===== config.mk =====
export PLATFORM = sky130hd
export DESIGN_NAME = rv32i_instruction_decoder
export DESIGN_NICKNAME = d
export VERILOG_FILES = /design/src/rvdec_pkg.sv /design/src/rvdec_decode.sv /design/src/rv32i_instruction_decoder.sv
export VERILOG_INCLUDE_DIRS = /design/src /design/src/src
export SDC_FILE = /design/constraint.sdc
export NUM_CORES = 1
export LEC_CHECK = 0
export ABC_CLOCK_PERIOD_IN_PS = 5000
export BUFFER_PORTS_ARGS = -buffer_cell sky130_fd_sc_hd__buf_2
export CORE_ASPECT_RATIO = 0.8
export CORE_MARGIN = 10
export CORE_UTILIZATION = 55
export DETAILED_ROUTE_END_ITERATION = 10
export GPL_TIMING_DRIVEN = 0
export PLACE_DENSITY = 0.9
export SLEW_MARGIN = 10
export SYNTH_ARGS = -nofsm -noshare
export SYNTH_HDL_FRONTEND = slang
export SYNTH_SLANG_ARGS = --single-unit
export TNS_END_PERCENT = 30

===== constraint.sdc =====
create_clock -name clk -period 5 [get_ports clk]
set_input_delay 0.5 -clock clk [delete_from_list [all_inputs] [get_ports clk]]
set_output_delay 0.5 -clock clk [all_outputs]
set_load 0.05 [all_outputs]

===== src/rv32i_instruction_decoder_assert.svh =====
// Assertion macros shared by the RV32I decoder RTL.
// Each macro checks one implication, sampled on the rising clock edge
// and disabled while the active-low reset is asserted.
`ifndef RV32I_INSTRUCTION_DECODER_ASSERT_SVH
`define RV32I_INSTRUCTION_DECODER_ASSERT_SVH

// The consequent must hold in the same cycle as the antecedent.
`define RVDEC_ASSERT_SAME(label, clk, rst_n, ante, cons) \
    label: assert property (@(posedge clk) disable iff (!rst_n) (ante) |-> (cons)) \
        else $error("rvdec assertion failed (same cycle)");

// The consequent must hold in the cycle after the antecedent.
`define RVDEC_ASSERT_NEXT(label, clk, rst_n, ante, cons) \
    label: assert property (@(posedge clk) disable iff (!rst_n) (ante) |=> (cons)) \
        else $error("rvdec assertion failed (next cycle)");

`endif


===== src/rvdec_pkg.sv =====
// Package for the RV32I decoder: major opcodes, funct7 values, special CSR values,
// the operation class enum and the decode result struct.
// No dependencies.
`default_nettype none

package rvdec_pkg;

    localparam int unsigned WORD_W = 32;

    localparam logic [6:0] OPC_LOAD   = 7'h03;
    localparam logic [6:0] OPC_FENCE  = 7'h0F;
    localparam logic [6:0] OPC_OP_IMM = 7'h13;
    localparam logic [6:0] OPC_AUIPC  = 7'h17;
    localparam logic [6:0] OPC_STORE  = 7'h23;
    localparam logic [6:0] OPC_OP     = 7'h33;
    localparam logic [6:0] OPC_LUI    = 7'h37;
    localparam logic [6:0] OPC_BRANCH = 7'h63;
    localparam logic [6:0] OPC_JALR   = 7'h67;
    localparam logic [6:0] OPC_JAL    = 7'h6F;
    localparam logic [6:0] OPC_SYSTEM = 7'h73;

    localparam logic [6:0] F7_BASE = 7'h00;
    localparam logic [6:0] F7_ALT  = 7'h20;

    localparam logic [11:0] CSR_IMM_ECALL  = 12'h000;
    localparam logic [11:0] CSR_IMM_EBREAK = 12'h001;
    localparam logic [11:0] CSR_MRET       = 12'h302;

    typedef enum logic [5:0] {
        CLS_NONE,
        CLS_ADD, CLS_XOR, CLS_OR, CLS_AND, CLS_SLL, CLS_SRL, CLS_SLT, CLS_SLTU,
        CLS_SUB, CLS_SRA,
        CLS_ADDI, CLS_XORI, CLS_ORI, CLS_ANDI, CLS_SLTI, CLS_SLTIU,
        CLS_SLLI, CLS_SRLI, CLS_SRAI,
        CLS_LW, CLS_LB, CLS_LBU, CLS_LH, CLS_LHU,
        CLS_SW, CLS_SB, CLS_SH,
        CLS_BEQ, CLS_BNE, CLS_BLT, CLS_BGE, CLS_BLTU, CLS_BGEU,
        CLS_JALR, CLS_JAL, CLS_LUI, CLS_AUIPC, CLS_FENCE,
        CLS_ECALL, CLS_EBREAK, CLS_MRET,
        CLS_CSRRW, CLS_CSRRS, CLS_CSRRC, CLS_CSRRWI, CLS_CSRRSI, CLS_CSRRCI
    } op_class_t;

    typedef struct packed {
        logic [WORD_W-1:0] immediate;
        op_class_t         op_class;
    } dec_result_t;

endpackage

`default_nettype wire


===== src/rvdec_decode.sv =====
// Combinational RV32I decode: immediate selection and operation class.
// Depends on rvdec_pkg.
`default_nettype none

module rvdec_decode
    import rvdec_pkg::*;
(
    input  wire logic [WORD_W-1:0] instr_word,
    output dec_result_t            result
);

    logic [6:0]        opcode;
    logic [4:0]        rd;
    logic [2:0]        f3;
    logic [4:0]        rs1;
    logic [6:0]        f7;
    logic [11:0]       csr;
    logic              sys_base;
    logic [WORD_W-1:0] imm_val;
    op_class_t         class_val;

    assign opcode = instr_word[6:0];
    assign rd     = instr_word[11:7];
    assign f3     = instr_word[14:12];
    assign rs1    = instr_word[19:15];
    assign f7     = instr_word[31:25];
    assign csr    = instr_word[31:20];

    // ECALL, EBREAK and MRET all require rd and rs1 to be zero.
    assign sys_base = (rd == 5'd0) && (rs1 == 5'd0);

    assign result = {imm_val, class_val};

    always_comb
    begin
        unique case (opcode)
            OPC_LOAD, OPC_OP_IMM, OPC_JALR, OPC_SYSTEM:
                imm_val = {{20{instr_word[31]}}, instr_word[31:20]};
            OPC_STORE:
                imm_val = {{20{instr_word[31]}}, instr_word[31:25], instr_word[11:7]};
            OPC_BRANCH:
                imm_val = {{19{instr_word[31]}}, instr_word[31], instr_word[7],
                           instr_word[30:25], instr_word[11:8], 1'b0};
            OPC_JAL:
                imm_val = {{11{instr_word[31]}}, instr_word[31],
                           instr_word[19:12], instr_word[20],
                           instr_word[30:21], 1'b0};
            OPC_AUIPC, OPC_LUI:
                imm_val = {instr_word[31:12], 12'h000};
            default:
                imm_val = '0;
        endcase
    end

    always_comb
    begin
        class_val = CLS_NONE;
        unique case (opcode)
            OPC_OP:
            begin
                if (f7 == F7_BASE)
                begin
                    unique case (f3)
                        3'd0:    class_val = CLS_ADD;
                        3'd1:    class_val = CLS_SLL;
                        3'd2:    class_val = CLS_SLT;
                        3'd3:    class_val = CLS_SLTU;
                        3'd4:    class_val = CLS_XOR;
                        3'd5:    class_val = CLS_SRL;
                        3'd6:    class_val = CLS_OR;
                        default: class_val = CLS_AND;
                    endcase
                end
                else if (f7 == F7_ALT && f3 == 3'd0)
                    class_val = CLS_SUB;
                else if (f7 == F7_ALT && f3 == 3'd5)
                    class_val = CLS_SRA;
            end
            OPC_OP_IMM:
            begin
                unique case (f3)
                    3'd0: class_val = CLS_ADDI;
                    3'd1: class_val = (f7 == F7_BASE) ? CLS_SLLI : CLS_NONE;
                    3'd2: class_val = CLS_SLTI;
                    3'd3: class_val = CLS_SLTIU;
                    3'd4: class_val = CLS_XORI;
                    3'd5:
                    begin
                        if (f7 == F7_BASE)
                            class_val = CLS_SRLI;
                        else if (f7 == F7_ALT)
                            class_val = CLS_SRAI;
                    end
                    3'd6:    class_val = CLS_ORI;
                    default: class_val = CLS_ANDI;
                endcase
            end
            OPC_LOAD:
            begin
                unique case (f3)
                    3'd0:    class_val = CLS_LB;
                    3'd1:    class_val = CLS_LH;
                    3'd2:    class_val = CLS_LW;
                    3'd4:    class_val = CLS_LBU;
                    3'd5:    class_val = CLS_LHU;
                    default: class_val = CLS_NONE;
                endcase
            end
            OPC_STORE:
            begin
                unique case (f3)
                    3'd0:    class_val = CLS_SB;
                    3'd1:    class_val = CLS_SH;
                    3'd2:    class_val = CLS_SW;
                    default: class_val = CLS_NONE;
                endcase
            end
            OPC_BRANCH:
            begin
                unique case (f3)
                    3'd0:    class_val = CLS_BEQ;
                    3'd1:    class_val = CLS_BNE;
                    3'd4:    class_val = CLS_BLT;
                    3'd5:    class_val = CLS_BGE;
                    3'd6:    class_val = CLS_BLTU;
                    3'd7:    class_val = CLS_BGEU;
                    default: class_val = CLS_NONE;
                endcase
            end
            OPC_JALR:  class_val = (f3 == 3'd0) ? CLS_JALR : CLS_NONE;
            OPC_JAL:   class_val = CLS_JAL;
            OPC_LUI:   class_val = CLS_LUI;
            OPC_AUIPC: class_val = CLS_AUIPC;
            OPC_FENCE: class_val = (f3 == 3'd0) ? CLS_FENCE : CLS_NONE;
            OPC_SYSTEM:
            begin
                unique case (f3)
                    3'd0:
                    begin
                        // The I-immediate equals the sign-extended CSR field, so
                        // comparing the CSR field against 0 and 1 is equivalent.
                        if (sys_base && csr == CSR_IMM_ECALL)
                            class_val = CLS_ECALL;
                        else if (sys_base && csr == CSR_IMM_EBREAK)
                            class_val = CLS_EBREAK;
                        else if (sys_base && csr == CSR_MRET)
                            class_val = CLS_MRET;
                    end
                    3'd1:    class_val = CLS_CSRRW;
                    3'd2:    class_val = CLS_CSRRS;
                    3'd3:    class_val = CLS_CSRRC;
                    3'd5:    class_val = CLS_CSRRWI;
                    3'd6:    class_val = CLS_CSRRSI;
                    3'd7:    class_val = CLS_CSRRCI;
                    default: class_val = CLS_NONE;
                endcase
            end
            default: class_val = CLS_NONE;
        endcase
    end

endmodule

`default_nettype wire


===== src/rv32i_instruction_decoder.sv =====
// RV32I decoder top level. A transferred word passes through the input register,
// then the result register, before it appears on the outputs.
// Throughput: one word per cycle while out_ready is high; the decode between the
// two registers is one opcode/funct3/funct7 lookup and an immediate mux.
// Reset (rst_n, asynchronous, active low) empties both stages; data is not reset.
// Depends on rvdec_pkg, rvdec_decode and rv32i_instruction_decoder_assert.svh.
`default_nettype none
`include "rv32i_instruction_decoder_assert.svh"

module rv32i_instruction_decoder
    import rvdec_pkg::*;
(
    input  wire logic               clk,
    input  wire logic               rst_n,

    input  wire logic               in_valid,
    output logic                    in_ready,
    input  wire logic [WORD_W-1:0]  instr_word,

    output logic                    out_valid,
    input  wire logic               out_ready,
    output logic [6:0]              major_opcode,
    output logic [4:0]              dest_reg,
    output logic [2:0]              func3_field,
    output logic [4:0]              src1_reg,
    output logic [4:0]              src2_reg,
    output logic [6:0]              func7_field,
    output logic [WORD_W-1:0]       immediate,
    output logic [11:0]             csr_addr,
    output logic [WORD_W-1:0]       raw_word,
    output logic [5:0]              op_class
);

    logic              s1_valid_reg;
    logic              s1_valid_next;
    logic [WORD_W-1:0] s1_word_reg;
    logic              out_valid_reg;
    logic              out_valid_next;
    logic [WORD_W-1:0] out_word_reg;
    logic [WORD_W-1:0] out_imm_reg;
    op_class_t         out_class_reg;

    logic              in_xfer;
    logic              out_xfer;
    logic              out_load;
    logic              out_has_imm;
    dec_result_t       dec;

    rvdec_decode u_decode (
        .instr_word (s1_word_reg),
        .result     (dec)
    );

    // The result register loads from a full input stage if empty or draining.
    assign out_load = s1_valid_reg && (!out_valid_reg || out_ready);
    assign in_ready = !s1_valid_reg || !out_valid_reg || out_ready;
    assign in_xfer  = in_valid && in_ready;
    assign out_xfer = out_valid_reg && out_ready;

    always_comb
    begin
        s1_valid_next = s1_valid_reg;
        if (in_xfer)
            s1_valid_next = 1'b1;
        else if (out_load)
            s1_valid_next = 1'b0;

        out_valid_next = out_valid_reg;
        if (out_load)
            out_valid_next = 1'b1;
        else if (out_xfer)
            out_valid_next = 1'b0;
    end

    always_ff @(posedge clk or negedge rst_n)
    begin
        if (!rst_n)
        begin
            s1_valid_reg  <= 1'b0;
            out_valid_reg <= 1'b0;
        end
        else
        begin
            s1_valid_reg  <= s1_valid_next;
            out_valid_reg <= out_valid_next;
        end
    end

    always_ff @(posedge clk)
    begin
        if (in_xfer)
            s1_word_reg <= instr_word;
        if (out_load)
        begin
            out_word_reg  <= s1_word_reg;
            out_imm_reg   <= dec.immediate;
            out_class_reg <= dec.op_class;
        end
    end

    assign out_valid    = out_valid_reg;
    assign major_opcode = out_word_reg[6:0];
    assign dest_reg     = out_word_reg[11:7];
    assign func3_field  = out_word_reg[14:12];
    assign src1_reg     = out_word_reg[19:15];
    assign src2_reg     = out_word_reg[24:20];
    assign func7_field  = out_word_reg[31:25];
    assign immediate    = out_imm_reg;
    assign csr_addr     = out_word_reg[31:20];
    assign raw_word     = out_word_reg;
    assign op_class     = out_class_reg;

    assign out_has_imm = (major_opcode == OPC_LOAD)   || (major_opcode == OPC_OP_IMM) ||
                         (major_opcode == OPC_JALR)   || (major_opcode == OPC_SYSTEM) ||
                         (major_opcode == OPC_STORE)  || (major_opcode == OPC_BRANCH) ||
                         (major_opcode == OPC_JAL)    || (major_opcode == OPC_AUIPC)  ||
                         (major_opcode == OPC_LUI);

    // A word taken from the input stage lands in the result register unchanged.
    `RVDEC_ASSERT_NEXT(a_stage_move, clk, rst_n, out_load, out_valid_reg && (out_word_reg == $past(s1_word_reg)))
    // An accepted input word always occupies the input stage in the next cycle.
    `RVDEC_ASSERT_NEXT(a_in_capture, clk, rst_n, in_xfer, s1_valid_reg)
    // Opcodes without an immediate format give a zero immediate.
    `RVDEC_ASSERT_SAME(a_imm_zero, clk, rst_n, out_valid_reg && !out_has_imm, out_imm_reg == '0)
    // JAL is classified by opcode alone.
    `RVDEC_ASSERT_SAME(a_jal_class, clk, rst_n, out_valid_reg && (major_opcode == OPC_JAL), out_class_reg == CLS_JAL)

endmodule

`default_nettype wire

==> flow_summary.yaml <==
power:
  p_comb_frac: 0.228
  irDropWorstVdd_v: 0.000237
  switching_share: 0.336
  p_per_area_nw_per_um2: 348
  p_sw_uw: 673
  p_leak_uw: 0.00246
  power.internal_uw: 1330
  power_frac_clock: 0.240
  seq_power_share: 0.533
sta:
  holdWs_ps: 298
  rsz0062_at_grt: "false"
  slew-limit-headroom: 0.285
  slew_viol_final: 0
  finClkSkew_ps: 6.76
  setup_viol: 0
  min_period_over_period: 0.555
  finalHoldViolations: 0
  timing.fmax_ghz: 0.361
  period_minus_slack_ps: 2770
  fin_tns_setup_ps: 0
  worst_pin_slew_ps: 1060
cells_and_area:
  layout_common_cells: "155 x buf_2, 102 x edfxtp_1, 44 x buf_4"
  layout_commonest_cell: "buf_2"
  drive_gt1_frac: 0.436
  final_nets: 545
  antennaDiodeCount: 0
  area.growth.synth_to_final_pct: 23.8
synth:
  syn-cell-area_um2: 4650
  yosys.area_share.adder: 0
  yosysUniqueCellTypes: 56
  muxShareOfSynthArea: 0.00242
  synth_cells: 345
  synth_xor_area_frac: 0.00377
  synth_top_area_cell: "edfxtp_1"
  synthSimpleGateAreaFrac: 0.104
  synth_top_area_frac: 0.659
  synth_compound_area_frac: 0.125
  yosysSeqAreaShare: 0.670
  synth_area_per_cell_um2: 13.5
  synth_flop_cell: "edfxtp_1"
  synth_top_family_by_area: "compound AO/OA/AOI/OAI gates"
  ys_ff_latch: 104
  synthArstFlopShare: 0.0192
  synth-edff-count: 102
  syn_nets: 381
  yosys_warnings: 0
  synth_area_leaders: "edfxtp_1 66%, buf_4 7.1%, o21ai_0 2.6%, a21o_1 1.8%, a21oi_1 1.4%"
clocking:
  clock_sinks: 104
  htree_levels: 3
  cts.clk_slew.worst_paths_ps: 100
  cts_buffers: 9
  cts_root_buffer: "clkbuf_8"
  clk_latency_ps: 370
  cts_hold_buffers: 1
  cts_resized: 0
  cts_setup_buffers: 0
  clockBufferDepth: 2
  cts_tree: "built"
detailed_routing:
  drcViolationCount: 0
  via_per_inst: 5.50
  wire_per_inst_um: 19.2
  drtAntennaViolNets: 0
  dr.pass1.iters: 5
  drt-initial-drc-count: 289
  num_vias: 3419
  wl_mm: 11.9
worst_setup_path:
  setup.worst_path.start_class: "flip-flop"
  crit_path_end_kind: "flip-flop"
  arrival_ps: 2840
  path_class: "flip-flop to flip-flop"
  cp.required_ps: 5070
  critPathMaxFanout: 10
floorplan:
  fp-row-count: 29
  boundaryPins: 152
  die_y_um: 102
  core_area_um2: 8090
  start_util: 0.574
  die_area_um2: 12500
  die_w_um: 123
global_routing:
  grt_pass1_wl_mm: 17.5
  overflow: 0
  grt_antenna_before_repair: 0
  grt_max_degree: 50
  grt_pass1_vias: 3290
  grtUsageTotal: 0.179
placed_design:
  io_buffers: 151
  dp_hpwl_mm: 8.94
  gp_congestion: 0.913
status:
  outcome: "finished clean"
job:
  cap_violations: 0
min_path:
  hold_class: "primary input to flip-flop"
-- cell type report --
| class | instances | area, um2 |
|---|---|---|
| flip-flops and latches | 104 | 3110 |
| fillers | 581 | 2340 |
| multi-input cells | 169 | 1100 |
| repair buffers | 153 | 786 |
| plain buffers | 60 | 395 |
| well taps | 108 | 135 |
| clock buffers | 10 | 128 |
| clock inverters | 6 | 52.6 |
| inverters | 12 | 45.0 |
-- power by group through the flow --
stage                     registers, uW  logic [uW]  clock network (uW)
final                              1070         456                 480
after global routing               1070         477                 523
after CTS                          1070         459                 491
after detailed placement           1090         457                   0
after global placement             1090         451                   0
after floorplan                    1230         202                   0
-- synth_stat cells (2+ instances only) --
cell type / instances
nor3b_1: 2
nand4_1: 2
or4b_1: 2
o211ai_1: 2
buf_4: 44
inv_1: 12
dfrtp_1: 2
a211oi_1: 3
nand2_1: 7
nor2b_1: 8
a31oi_1: 4
or2_2: 2
or3_1: 5
o21ai_0: 24
clkbuf_1: 11
edfxtp_1: 102
a32oi_1: 3
o21a_1: 2
a21o_1: 11
a22oi_1: 3
a21oi_1: 13
nor2_1: 14
nand3b_1: 2
a21boi_0: 3
or4_1: 3
and2_1: 6
nor3_1: 8
a22o_1: 5
nand2b_1: 7
nand3_1: 4
buf_2: 4
-- final timing paths --
kind                                      start         endpoint  slack, ps  depth (start not counted)
worst max-delay path             s1_word_reg[4]    immediate[14]       2230                          6
worst min-delay path             instr_word[31]  s1_word_reg[31]        300                          1
worst max register to register   s1_word_reg[4]    immediate[14]       2230                          6
worst min register to register  s1_word_reg[14]     raw_word[14]        480                          0
max in group asynchronous                 rst_n     s1_valid_reg       4470                          2
min in group asynchronous                 rst_n        out_valid        440                          2
-- routing by layer --
| layer | track usage | wire length (um) |
|---|---|---|
| met5 | 0 | 0 |
| met3 | 0.0628 | 1290 |
| met4 | 0.0452 | 136 |
| met2 | 0.290 | 5610 |
| met1 | 0.226 | 4910 |
-- logic make-up after synthesis --
family | Yosys count
compound gates | 86
xor+xnor | 2
buf+inv | 72
flops | 104
mux | 1
simple gates | 80
-- worst max-delay path, cell delays in order, from the launching register on --
cell and delay [ps]:
edfxtp_1 380, clkbuf_1 300, clkbuf_1 390, nor3_1 140
o21a_1 190, o21ai_0 820, o21ai_0 240
-- stage by stage --
step           cell area [um2]  instances  total power, uW   util  setup WS, ps
6_report                  5750        622             2000  0.711          2230
3_5_place_dp              5560        605             1540  0.687          2300
5_1_grt                   5750        622             2070  0.711          2060
3_3_place_gp              5540        604             1540  0.684          1690
2_1_floorplan             4650        345             1430      -          2180
4_1_cts                   5750        622             2020  0.711          2280
(Power assumes the default switching activity.)
